`src/rtl/core/base64_stream_encoder_core_defines.svh`:
```
// assertion macros shared by the base64 encoder core
// no dependencies; included by the modules that carry checks
`ifndef BASE64_STREAM_ENCODER_CORE_DEFINES_SVH
`define BASE64_STREAM_ENCODER_CORE_DEFINES_SVH

`ifndef SYNTHESIS
`define B64E_ASSERT(lbl, clk, rst, prop) \
  lbl: assert property (@(posedge clk) disable iff (rst) (prop)) \
    else $error("b64e check failed");
`define B64E_NEVER(lbl, clk, rst, cond) \
  lbl: assert property (@(posedge clk) disable iff (rst) !(cond)) \
    else $error("b64e forbidden condition");
`else
`define B64E_ASSERT(lbl, clk, rst, prop)
`define B64E_NEVER(lbl, clk, rst, cond)
`endif

`endif

```
`src/rtl/core/b64e_pkg.sv`:
```
// shared types, constants and the alphabet lookup for the base64 encoder core
// no dependencies
`timescale 1ns / 1ps
`default_nettype none

package b64e_pkg;

  localparam int unsigned QDEPTH = 2;
  localparam int unsigned QPTR_W = (QDEPTH > 1) ? $clog2(QDEPTH) : 1;
  localparam int unsigned QCNT_W = $clog2(QDEPTH + 1);

  localparam logic [7:0] PAD_CHAR  = 8'h3D;
  localparam logic [7:0] CHR_UP_A  = 8'h41;
  localparam logic [7:0] CHR_LO_A  = 8'h61;
  localparam logic [7:0] CHR_ZERO  = 8'h30;
  localparam logic [7:0] CHR_PLUS  = 8'h2B;
  localparam logic [7:0] CHR_SLASH = 8'h2F;

  // one input byte's worth of characters, handed from front to back
  typedef struct packed {
    logic [3:0][7:0] chars;
    logic [1:0]      last_idx;
    logic            last;
  } job_t;

  function automatic logic [7:0] b64_sym(input logic [5:0] v);
    logic [7:0] r;
    if (v < 6'd26) begin
      r = CHR_UP_A + {2'b00, v};
    end else if (v < 6'd52) begin
      r = CHR_LO_A + {2'b00, v - 6'd26};
    end else if (v < 6'd62) begin
      r = CHR_ZERO + {2'b00, v - 6'd52};
    end else if (v == 6'd62) begin
      r = CHR_PLUS;
    end else begin
      r = CHR_SLASH;
    end
    return r;
  endfunction

endpackage

`default_nettype wire

```
`src/rtl/core/b64e_front.sv`:
```
// front end: accepts input bytes, tracks group phase and carry bits,
// and builds the character list for each byte; uses b64e_pkg
`timescale 1ns / 1ps
`default_nettype none

module b64e_front (
  input  wire logic          clk,
  input  wire logic          rst,
  input  wire logic          in_valid,
  output logic               in_stall,
  input  wire logic [7:0]    data_byte,
  input  wire logic          end_of_data,
  input  wire logic          q_full,
  output logic               q_push,
  output b64e_pkg::job_t     q_job
);
  import b64e_pkg::*;

  typedef enum logic [1:0] {
    PH_FIRST  = 2'd0,
    PH_SECOND = 2'd1,
    PH_THIRD  = 2'd2
  } phase_t;

  phase_t     phase, phase_next;
  logic [3:0] carry, carry_next;
  job_t       job;

  assign in_stall = q_full;
  assign q_push   = in_valid && !q_full;
  assign q_job    = job;

  always_comb begin
    job.chars    = {PAD_CHAR, PAD_CHAR, PAD_CHAR, PAD_CHAR};
    job.last     = end_of_data;
    job.last_idx = 2'd0;
    phase_next   = phase;
    carry_next   = carry;
    unique case (phase)
      PH_SECOND: begin
        job.chars[0] = b64_sym({carry[1:0], data_byte[7:4]});
        job.chars[1] = b64_sym({data_byte[3:0], 2'b00});
        job.last_idx = end_of_data ? 2'd2 : 2'd0;
        phase_next   = PH_THIRD;
        carry_next   = data_byte[3:0];
      end
      PH_THIRD: begin
        job.chars[0] = b64_sym({carry, data_byte[7:6]});
        job.chars[1] = b64_sym(data_byte[5:0]);
        job.last_idx = 2'd1;
        phase_next   = PH_FIRST;
        carry_next   = 4'd0;
      end
      default: begin
        // the first phase, or an out-of-range one, starts a group
        job.chars[0] = b64_sym(data_byte[7:2]);
        job.chars[1] = b64_sym({data_byte[1:0], 4'b0000});
        job.last_idx = end_of_data ? 2'd3 : 2'd0;
        phase_next   = PH_SECOND;
        carry_next   = {2'b00, data_byte[1:0]};
      end
    endcase
    if (end_of_data) begin
      phase_next = PH_FIRST;
      carry_next = 4'd0;
    end
  end

  always_ff @(posedge clk) begin
    if (rst) begin
      phase <= PH_FIRST;
      carry <= 4'd0;
    end else if (q_push) begin
      phase <= phase_next;
      carry <= carry_next;
    end
  end

endmodule

`default_nettype wire

```
`src/rtl/core/b64e_queue.sv`:
```
// short job queue between front and back ends
// uses b64e_pkg and the assertion macros header
`timescale 1ns / 1ps
`default_nettype none
`include "base64_stream_encoder_core_defines.svh"

module b64e_queue (
  input  wire logic          clk,
  input  wire logic          rst,
  input  wire logic          push,
  input  wire b64e_pkg::job_t wr_job,
  output logic               full,
  input  wire logic          pop,
  output b64e_pkg::job_t     rd_job,
  output logic               empty
);
  import b64e_pkg::*;

  job_t                mem [QDEPTH];
  logic [QPTR_W-1:0]   wr_ptr, rd_ptr;
  logic [QCNT_W-1:0]   count;

  assign full   = (count == QCNT_W'(QDEPTH));
  assign empty  = (count == '0);
  assign rd_job = mem[rd_ptr];

  function automatic logic [QPTR_W-1:0] ptr_inc(input logic [QPTR_W-1:0] p);
    return (p == QPTR_W'(QDEPTH - 1)) ? '0 : p + 1'b1;
  endfunction

  always_ff @(posedge clk) begin
    if (push) begin
      mem[wr_ptr] <= wr_job;
    end
  end

  always_ff @(posedge clk) begin
    if (rst) begin
      wr_ptr <= '0;
      rd_ptr <= '0;
      count  <= '0;
    end else begin
      if (push) begin
        wr_ptr <= ptr_inc(wr_ptr);
      end
      if (pop) begin
        rd_ptr <= ptr_inc(rd_ptr);
      end
      if (push && !pop) begin
        count <= count + 1'b1;
      end else if (pop && !push) begin
        count <= count - 1'b1;
      end
    end
  end

  `B64E_NEVER(a_push_full, clk, rst, push && full)
  `B64E_NEVER(a_pop_empty, clk, rst, pop && empty)
  `B64E_ASSERT(a_count_range, clk, rst, count <= QCNT_W'(QDEPTH))

endmodule

`default_nettype wire

```
`src/rtl/core/b64e_back.sv`:
```
// back end: walks the head job's characters, one per cycle unless stalled,
// into the output register; uses b64e_pkg and the assertion macros
`timescale 1ns / 1ps
`default_nettype none
`include "base64_stream_encoder_core_defines.svh"

module b64e_back (
  input  wire logic          clk,
  input  wire logic          rst,
  input  wire b64e_pkg::job_t rd_job,
  input  wire logic          rd_empty,
  output logic               rd_pop,
  output logic               out_valid,
  input  wire logic          out_stall,
  output logic [7:0]         out_char,
  output logic               final_char
);
  import b64e_pkg::*;

  logic [1:0] idx;
  logic       load;
  logic       job_done;

  // output register may be refilled when empty or when its beat leaves
  assign load     = !out_valid || !out_stall;
  assign job_done = (idx == rd_job.last_idx);
  assign rd_pop   = load && !rd_empty && job_done;

  always_ff @(posedge clk) begin
    if (rst) begin
      out_valid <= 1'b0;
      idx       <= 2'd0;
    end else if (load) begin
      out_valid <= !rd_empty;
      if (!rd_empty) begin
        idx <= job_done ? 2'd0 : idx + 2'd1;
      end
    end
  end

  always_ff @(posedge clk) begin
    if (load && !rd_empty) begin
      out_char   <= rd_job.chars[idx];
      final_char <= rd_job.last && job_done;
    end
  end

  `B64E_ASSERT(a_pop_at_end, clk, rst, rd_pop |-> (idx == rd_job.last_idx))
  `B64E_ASSERT(a_mid_job_head, clk, rst, (idx != 2'd0) |-> !rd_empty)
  `B64E_ASSERT(a_idx_bound, clk, rst, !rd_empty |-> (idx <= rd_job.last_idx))

endmodule

`default_nettype wire

```
`src/rtl/core/base64_stream_encoder_core.sv`:
```
// Streaming base64 encoder (standard alphabet, '=' padding).
// Input channel: in_valid / in_stall carry one raw byte (data_byte) per beat,
// end_of_data marks the last byte of a message.
// Output channel: out_valid / out_stall carry one ASCII character (out_char)
// per beat; final_char is set on the last character of a message.
// Each byte gives one character, the third byte of a group gives two, and a
// last byte adds the flushed partial character and '=' padding (up to four).
// The first character of a byte is written into the job queue and then
// loaded into the output register, when the receiver is not stalling.
// The output register emits one character per cycle while the receiver
// does not stall; the front takes a byte every cycle while the two-entry
// job queue has room.
// Reset clears group phase, carry bits, the queue and the output valid;
// there is no clearing pass. A stalled receiver holds the output register,
// the queue fills, and then in_stall rises.
// Depends on b64e_pkg, b64e_front, b64e_queue and b64e_back.
`timescale 1ns / 1ps
`default_nettype none

module base64_stream_encoder_core (
  input  wire logic       clk,
  input  wire logic       rst,
  input  wire logic       in_valid,
  output logic            in_stall,
  input  wire logic [7:0] data_byte,
  input  wire logic       end_of_data,
  output logic            out_valid,
  input  wire logic       out_stall,
  output logic [7:0]      out_char,
  output logic            final_char
);
  import b64e_pkg::*;

  job_t wr_job, rd_job;
  logic q_push, q_full, q_pop, q_empty;

  b64e_front u_front (
    .clk         (clk),
    .rst         (rst),
    .in_valid    (in_valid),
    .in_stall    (in_stall),
    .data_byte   (data_byte),
    .end_of_data (end_of_data),
    .q_full      (q_full),
    .q_push      (q_push),
    .q_job       (wr_job)
  );

  b64e_queue u_queue (
    .clk    (clk),
    .rst    (rst),
    .push   (q_push),
    .wr_job (wr_job),
    .full   (q_full),
    .pop    (q_pop),
    .rd_job (rd_job),
    .empty  (q_empty)
  );

  b64e_back u_back (
    .clk        (clk),
    .rst        (rst),
    .rd_job     (rd_job),
    .rd_empty   (q_empty),
    .rd_pop     (q_pop),
    .out_valid  (out_valid),
    .out_stall  (out_stall),
    .out_char   (out_char),
    .final_char (final_char)
  );

endmodule

`default_nettype wire

```
`config.mk`:
```
export PLATFORM = sky130hd
export DESIGN_NAME = base64_stream_encoder_core
export DESIGN_NICKNAME = d
export VERILOG_FILES = /design/src/rtl/core/b64e_pkg.sv /design/src/rtl/core/b64e_front.sv /design/src/rtl/core/b64e_queue.sv /design/src/rtl/core/b64e_back.sv /design/src/rtl/core/base64_stream_encoder_core.sv
export VERILOG_INCLUDE_DIRS = /design/src /design/src/rtl/core
export SDC_FILE = /design/constraint.sdc
export NUM_CORES = 1
export LEC_CHECK = 0
export BUFFER_PORTS_ARGS = -buffer_cell sky130_fd_sc_hd__buf_2
export CAP_MARGIN = 20
export CORE_AREA = 10 10 127 129
export CTS_BUF_LIST = sky130_fd_sc_hd__clkbuf_8
export DETAILED_ROUTE_END_ITERATION = 6
export DIE_AREA = 0 0 137 139
export MAX_ROUTING_LAYER = met4
export PLACE_DENSITY = 0.63
export RECOVER_POWER = 100
export SYNTH_ARGS = -nofsm -noshare
export SYNTH_HDL_FRONTEND = slang
export SYNTH_SLANG_ARGS = --single-unit
```
`constraint.sdc`:
```
create_clock -name clk -period 2.24 [get_ports clk]
set_input_delay 0.224 -clock clk [delete_from_list [all_inputs] [get_ports clk]]
set_output_delay 0.224 -clock clk [all_outputs]
set_load 0.1 [all_outputs]
```
==> flow_summary.yaml <==
outcome:
  outcome: "complete, no violations"
global_route:
  grt_pass1_vias: 3816
  antenna_found_initial: 0
  grt_first_pass_wirelength_um: 19690
  grtUsageTotal: 0.1311
  grt_overflow: 0
  grt_max_degree: 24
timing:
  fin_crit_sh: 0.9585
  fmax_ghz: 0.4658
  fin_crit_ns: 2.147
  rsz0062_at_grt: "no"
  skew_ns: 0.01067
  setup_ws_ns: 0.09305
  slew_headroom: 0.2197
  hold_slack_ns: 0.1403
  setup_viol: 0
  slew_viol_final: 0
  worst_pin_slew_ns: 1.176
  hold_violations: 0
yosys:
  ys_ff_latch: 61
  ys.flop_type: "edfxtp_1"
  muxShareOfSynthArea: 0.05332
  synth-edff-count: 47
  synth_compound_area_frac: 0.1696
  synthSimpleGateAreaFrac: 0.1621
  synth-seq-area-share: 0.3604
  synth-xor-area-share: 0.09304
  syn-num-nets: 554
  synth.distinct_cells: 50
  synthAdderAreaFrac: 0.1200
  syn_inst: 496
  synth_top_family_by_area: "compound AO/OA/AOI/OAI gates"
  yosysWarnings: 0
  synth_area_per_cell_um2: 9.462
  synthArstFlopShare: 0
  syn_area_um2: 4693
floorplan:
  dieArea_um2: 19040
  core-area_um2: 13670
  row_count: 43
  fp.dieW_um: 137
  die_height_um: 139
  io-pin-count: 24
  start_util: 0.3434
pwr:
  power_switching_mw: 2.036
  internal_power_mw: 2.850
  p_comb_frac: 0.440
  swShare: 0.4168
  pwr-share-seq: 0.344
  peakVddDrop_v: 0.0003792
  clockPowerShare: 0.216
  pwr_density_cell_nw_per_um2: 869.3
  p_leak_nw: 2.221
setup_path:
  cp.required_ns: 2.34
  path_max_fanout: 5
  crit_arrival_ns: 2.25
  startpoint_type: "flip-flop"
  regToRegSetupSlack_ns: 0.09
  endpoint_kind: "flip-flop"
  worstSetupPathType: "reg -> reg"
place:
  numPortBuffers: 23
  place_congestion: 0.9424
  hpwl_um: 9570
  preCtsSetupSlack_ns: -0.08867
clocking:
  cts_buffers: 9
  clk_pin_slew_ns: 0.07
  clockBufferDepth: 2
  cts_root_buffer: "clkbuf_8"
  cts_max_level: 3
  clock-sinks: 61
  clk_latency_ns: 0.34
  cts_tree: "built"
  post_cts_buffers: 0
worst_hold_path:
  hold_path.class: "in -> reg"
cells_and_area:
  seq_area_um2: 1695
  num_antenna_cells: 0
  fillers: 1405
  drive_above_1_share: 0.2049
  nets: 624
  syn2layout_area_growth_pct: 19.75
  multi_input_area_um2: 2838
route:
  drt_iter0_drc: 273
  vias: 3928
  routed_wl_um: 12160
  drc: 0
  viasPerCell: 5.230
  antenna_left: 0
  wl_per_cell_um: 16.19
  detail_route.first_pass.iterations: 6
job:
  cap_violations: 0
==> stage by stage <==
stage | utilization | setup TNS [ns] | power, mW | cell area [µm²] | cells
floorplan | - | 0 | 3.393 | 4710 | 496
global placement | 0.3968 | -0.3620 | 3.875 | 5423 | 735
detailed placement | 0.3968 | -0.5690 | 3.906 | 5423 | 735
CTS | 0.4136 | 0 | 4.970 | 5652 | 751
global route | 0.4113 | 0 | 5.195 | 5620 | 751
finish | 0.4113 | 0 | 4.886 | 5620 | 751
==> cell usage in the layout, fill, tap and decap left out, types with 10 or more instances in the layout <==
cell type	count
xor2_1	22
nor2_1	41
nor2b_1	16
xnor2_1	25
buf_4	59
inv_1	17
a21oi_1	39
dfxtp_1	11
nand2_1	33
clkbuf_1	16
buf_2	10
edfxtp_1	47
o21ai_0	27
ha_1	45
nand3_1	14
==> layer usage <==
metal / up-vias / part of all wire / global-route usage
li1: 1933 / - / -
met1: 1867 / 0.44 / 0.1626
met2: 110 / 0.48 / 0.2096
met3: 18 / 0.059 / 0.03261
met4: 0 / 0.015 / 0.02941
met5: - / 0 / -
==> path summary, 6_finish.rpt <==
check / startpoint / to / cells after the start
hold reg to reg: u_back.out_valid$_SDFFE_PP0N_ / u_back.out_valid$_SDFFE_PP0N_ / 2
setup reg to reg: u_front.carry[0]$_SDFFE_PP0P_ / u_queue.mem[0][3]$_DFFE_PP_ / 8
setup / recovery: u_front.carry[0]$_SDFFE_PP0P_ / u_queue.mem[0][3]$_DFFE_PP_ / 8
hold / removal: out_stall / u_back.out_valid$_SDFFE_PP0N_ / 3
==> cells by family after synthesis <==
kind of cell               Yosys count
adders and majority gates           45
and+or+nand+nor                    152
AOI/OAI and AO/OA                  125
buffers and inverters               49
muxes                               15
xor gates and xnor gates            49
DFF                                 61
==> worst max-delay path, stage by stage (launching register included) <==
cell and delay, ns:
dfxtp_2 0.34, inv_1 0.14, ha_1 0.20, clkbuf_4 0.14, and3b_1 0.23, and3_1 0.18, a21oi_1 0.22, a21oi_1 0.11
a22oi_1 0.35
==> state kept, by name, indices dropped and copies added, names as in the netlist, 2 cells and up, named ones only <==
signal           flops
u_front.phase        2
u_queue.mem         38
u_queue.count        2
u_back.out_char      8
u_back.idx           2
u_front.carry        4
==> area by class of cell <==
class                   instances  area share
inverters                      18     0.01202
clock buffers                   9     0.02204
clock inverters                 7     0.01603
repair buffers                 90      0.1033
multi-input cells             386      0.5049
well taps                     180     0.04007
flip-flops and latches         61      0.3016
==> power by group through the flow <==
stage	Combinational, mW	Clock (mW)	Sequential, mW
floorplan	1.06	0	2.33
global placement	2.18	0	1.69
detailed placement	2.20	0	1.71
CTS	2.21	1.08	1.68
global route	2.34	1.15	1.70
finish	2.15	1.05	1.68
==> synthesized netlist by cell type, types with 2 or more instances <==
| cell | number | area (µm²) |
|---|---|---|
| and3_1 | 3 | 18.77 |
| a31oi_1 | 3 | 18.77 |
| nor2_1 | 43 | 161.4 |
| or2_2 | 5 | 31.28 |
| nand2b_1 | 6 | 37.54 |
| nand4_1 | 5 | 31.28 |
| a21o_1 | 7 | 52.55 |
| o211ai_1 | 8 | 60.06 |
| o21ai_0 | 27 | 135.1 |
| nor2b_1 | 17 | 106.4 |
| o311ai_0 | 5 | 43.79 |
| o221ai_1 | 2 | 17.52 |
| ha_1 | 45 | 563.0 |
| xor2_1 | 22 | 192.7 |
| a211oi_1 | 7 | 52.55 |
| buf_2 | 8 | 40.04 |
| xnor2_1 | 26 | 227.7 |
| nand3_1 | 14 | 70.07 |
| clkbuf_1 | 22 | 82.58 |
| mux4_2 | 8 | 180.2 |
| a211o_1 | 2 | 17.52 |
| inv_1 | 18 | 67.56 |
| a311oi_1 | 4 | 35.03 |
| edfxtp_1 | 47 | 1411 |
| nor3b_1 | 5 | 37.54 |
| a32oi_1 | 2 | 17.52 |
| a221oi_1 | 2 | 17.52 |
| nand3b_1 | 6 | 45.04 |
| a21oi_1 | 40 | 200.2 |
| nand2_1 | 33 | 123.9 |
| a22oi_1 | 7 | 52.55 |
| mux2i_1 | 7 | 70.07 |
| nor3_1 | 9 | 45.04 |
| o31ai_1 | 2 | 15.01 |
| dfxtp_1 | 14 | 280.3 |
==> repair_timing <==
item	CTS	global route
hold buffers	0	0
endpoints found under the setup margin	4	12
pin swaps	0	2
gates resized for setup	3	6
No activity file was read; power rests on OpenSTA's default activity.
